--- src/rtl/core/metb_ram.sv ---
module metb_ram #(
    parameter int unsigned WIDTH = 8,
    parameter int unsigned DEPTH = 16
) (
    input  logic                     clk,
    input  logic                     we,
    input  logic [$clog2(DEPTH)-1:0] waddr,
    input  logic [WIDTH-1:0]         wdata,
    input  logic                     re,
    input  logic [$clog2(DEPTH)-1:0] raddr,
    output logic [WIDTH-1:0]         rdata
);

    logic [WIDTH-1:0] mem [DEPTH];

    always_ff @(posedge clk)
    begin
        if (we)
        begin
            mem[waddr] <= wdata;
        end
        if (re)
        begin
            rdata <= mem[raddr];
        end
    end

endmodule

--- config.mk ---
export PLATFORM = sky130hd
export DESIGN_NAME = metb_ram
export DESIGN_NICKNAME = d
export VERILOG_FILES = /design/src/rtl/core/metb_ram.sv
export SDC_FILE = /design/constraint.sdc
export NUM_CORES = 1
export LEC_CHECK = 0
export ABC_AREA = 1
export BUFFER_PORTS_ARGS = -buffer_cell sky130_fd_sc_hd__clkbuf_2
export CAP_MARGIN = 20
export CORE_AREA = 2 2 102 154
export DETAILED_ROUTE_END_ITERATION = 8
export DIE_AREA = 0 0 104 156
export PLACE_DENSITY = 0.63
export SETUP_SLACK_MARGIN = 0.15
export SYNTH_ARGS = -nofsm -noshare
export SYNTH_HDL_FRONTEND = slang
export SYNTH_SLANG_ARGS = --single-unit
--- constraint.sdc ---
create_clock -name clk -period 1.5 [get_ports clk]
set_clock_uncertainty 0.15 [all_clocks]
set_input_delay 0.225 -clock clk [delete_from_list [all_inputs] [get_ports clk]]
set_output_delay 0.225 -clock clk [all_outputs]
set_load 0.1 [all_outputs]
==> flow_summary_export.csv <==
group,metric,value,unit
floorplanning,dieArea,16200,um2
global_route,grt_overflow,0,
floorplanning,ios,27,
detailed_routing,dr.pass1.iters,5,
global_route,first_global_vias,3967,
power,switching_power,2060,uW
clock_network,clk_latency,0.42,ns
clock_network,cts_buffers,17,
clock_network,cts_hold_buf,0,
global_route,track_usage,17.7,%
power,p_int,7410,uW
layout,diodes,0,
critical_path,cp_max_fo,1,
floorplanning,die_h,156,um
timing,fmax,697,MHz
placement,io_buffers,26,
global_route,grt_max_degree,65,
global_route,grt_use_met1,18.4,%
global_route,met2_usage,32.0,%
clock_network,cts-root-buf,"clkbuf_16",
min_path,hold_class,"input pin to register",
placement,place_area,6330,um2
clock_network,htreeDepth,4,
clock_network,cts_tree,"built",
timing,finalHoldViolCount,0,
clock_network,cts.clk_slew.worst_paths,0.06,ns
clock_network,cts.sinks,136,
layout,fillCellCount,1376,
detailed_routing,vias,3904,
outcome,status,"complete, no violations",
power,ir_worst_vdd,0.706,mV
placement,place_hpwl,8900,um
power,p_per_area,1350,nW/um2
yosys,ys_seq_area_share,69.8,%
layout,layout_commonest_cell,"nand2_1",
detailed_routing,wl_per_cell,16.8,um
global_route,grt_pass1_wl,21100,um
floorplanning,placementRows,55,
job,drv_cap,0,
critical_path,max_stage_delay,0.43,ns
clock_network,cts_setup_buffers,0,
floorplanning,dieWidth,104,um
power,pwr-share-seq,45.6,%
critical_path,critPathSlowestCell,"edfxtp_1",
power,sw_frac_of_total,21.8,%
critical_path,reg2reg_slack,0.19,ns
timing,fin_crit,1.44,ns
yosys,synth_seq_cells,136,
clock_network,cts_buffer_depth,2,
layout,final_cell_mix,"nand2_1 (173), edfxtp_1 (136), inv_1 (100), nand3_1 (90), buf_4 (23)",
layout,syn2layout_area_growth,20.4,%
detailed_routing,postRouteWirelength,13600,um
layout,final_layout_size_suffix_gt1_share,14.9,%
timing,period_share,95.7,%
critical_path,critPathRequiredTime,1.12,ns
detailed_routing,vias_per_cell,4.81,
critical_path,cp_cell_sequence,"buf_8",
timing,timing.hold.ws,0.0460,ns
timing,rsz0062_at_grt,"yes",
yosys,syn-cell-area,5850,um2
timing,relSlewSlack,61.2,%
floorplanning,start_util,39.3,%
timing,tightest_slew,0.581,ns
critical_path,critPathCaptureType,"output pin",
power,p_leak,0.00303,uW
floorplanning,coreArea,14900,um2
yosys,synth_cell_types,11,
yosys,synth.avg_cell_area,10.6,um2
critical_path,start_kind,"register",
critical_path,crit_type,"register to output pin",
timing,fin_setup_tns,0,ns
detailed_routing,post-route-drc-count,0,
detailed_routing,ant_nets,0,
global_route,gr-max-usage-layer,"met2",
critical_path,crit_buf_inv,1,
placement,gp_congestion,0.906,
detailed_routing,drt_iter0_drc,271,
yosys,yosysWarningCount,0,
timing,setup_viol,0,
global_route,grt.met3_usage,4.43,%
yosys,syn_inst,551,
yosys,syn_nets,570,
timing,drv_slew,0,
critical_path,cp.arrival,1.06,ns
power,comb_power_share,7.4,%
power,clkPwrFrac,47.0,%
layout,finalNetCount,618,
critical_path,critPathTopFamily,"flip-flops",
layout,fin_area,7040,um2
global_route,antenna_found_initial,0,
power by group through the flow:
stage	Sequential, uW	Combinational [uW]	Clock [uW]
4_1_cts	4310	696	4500
3_5_place_dp	4390	680	0
5_1_grt	4320	761	4670
2_1_floorplan	4510	300	0
3_3_place_gp	4390	670	0
6_report	4310	701	4460
layout make-up:
cell class                 instances  area (um2)  share of cell area (%)
timing repair buffer              53         440                    6.26
multi-input combinational        289        1250                    17.7
clock inverter                    14         205                    2.92
sequential                       136        4080                    58.0
tap                              199         249                    3.54
inverter                         102         383                    5.44
clock buffer                      18         429                    6.10
stage by stage:
stage	power [uW]	util (%)	cells	setup slack [ns]
2_1_floorplan	4810	-	551	0.174
3_3_place_gp	5060	42.6	779	-0.0982
3_5_place_dp	5070	42.6	779	-0.105
4_1_cts	9510	47.1	811	0.0523
5_1_grt	9750	47.4	811	0.0352
6_report	9470	47.4	811	0.0645
synth_stat cells:
cell type  count  share of area, %
buf_1          1             0.064
buf_2         13               1.1
buf_4          4              0.51
buf_6          6               1.2
edfxtp_1     136                70
inv_1        100               6.4
inv_2          2              0.13
nand2_1      173                11
nand3_1       97               8.3
nand3b_1       2              0.26
nor2_1        17               1.1
final timing paths:
kind | from | to | cells after the start
worst min register to register | mem[10][6] | rdata[6] | 6
worst max-delay path | rdata[5] | rdata[5] | 1
worst max register to register | mem[5][6] | rdata[6] | 6
worst min-delay path | re | rdata[6] | 1
logic make-up (layout without fill, tap and decap cells):
logic type | after synthesis | after routing | share of synthesized area (%)
buf+inv | 126 | 187 | 9.39
flops | 136 | 136 | 69.8
simple gates | 289 | 289 | 20.8
flip-flops by register name, indices dropped and copies added (netlist names):
register / cells
mem: 128
rdata: 8
routing by layer:
layer	wire (um)	part of all wire, %	vias to the layer above
li1	-	-	1879
met1	5120	37	1854
met2	7340	54	135
met3	580	4.3	36
met4	613	4.5	0
met5	0	0	-
what timing repair did:
action,in CTS,in global routing
gates resized for setup,8,9
setup endpoints to repair,8,12
pin swaps,0,0
(Power assumes the default switching activity.)
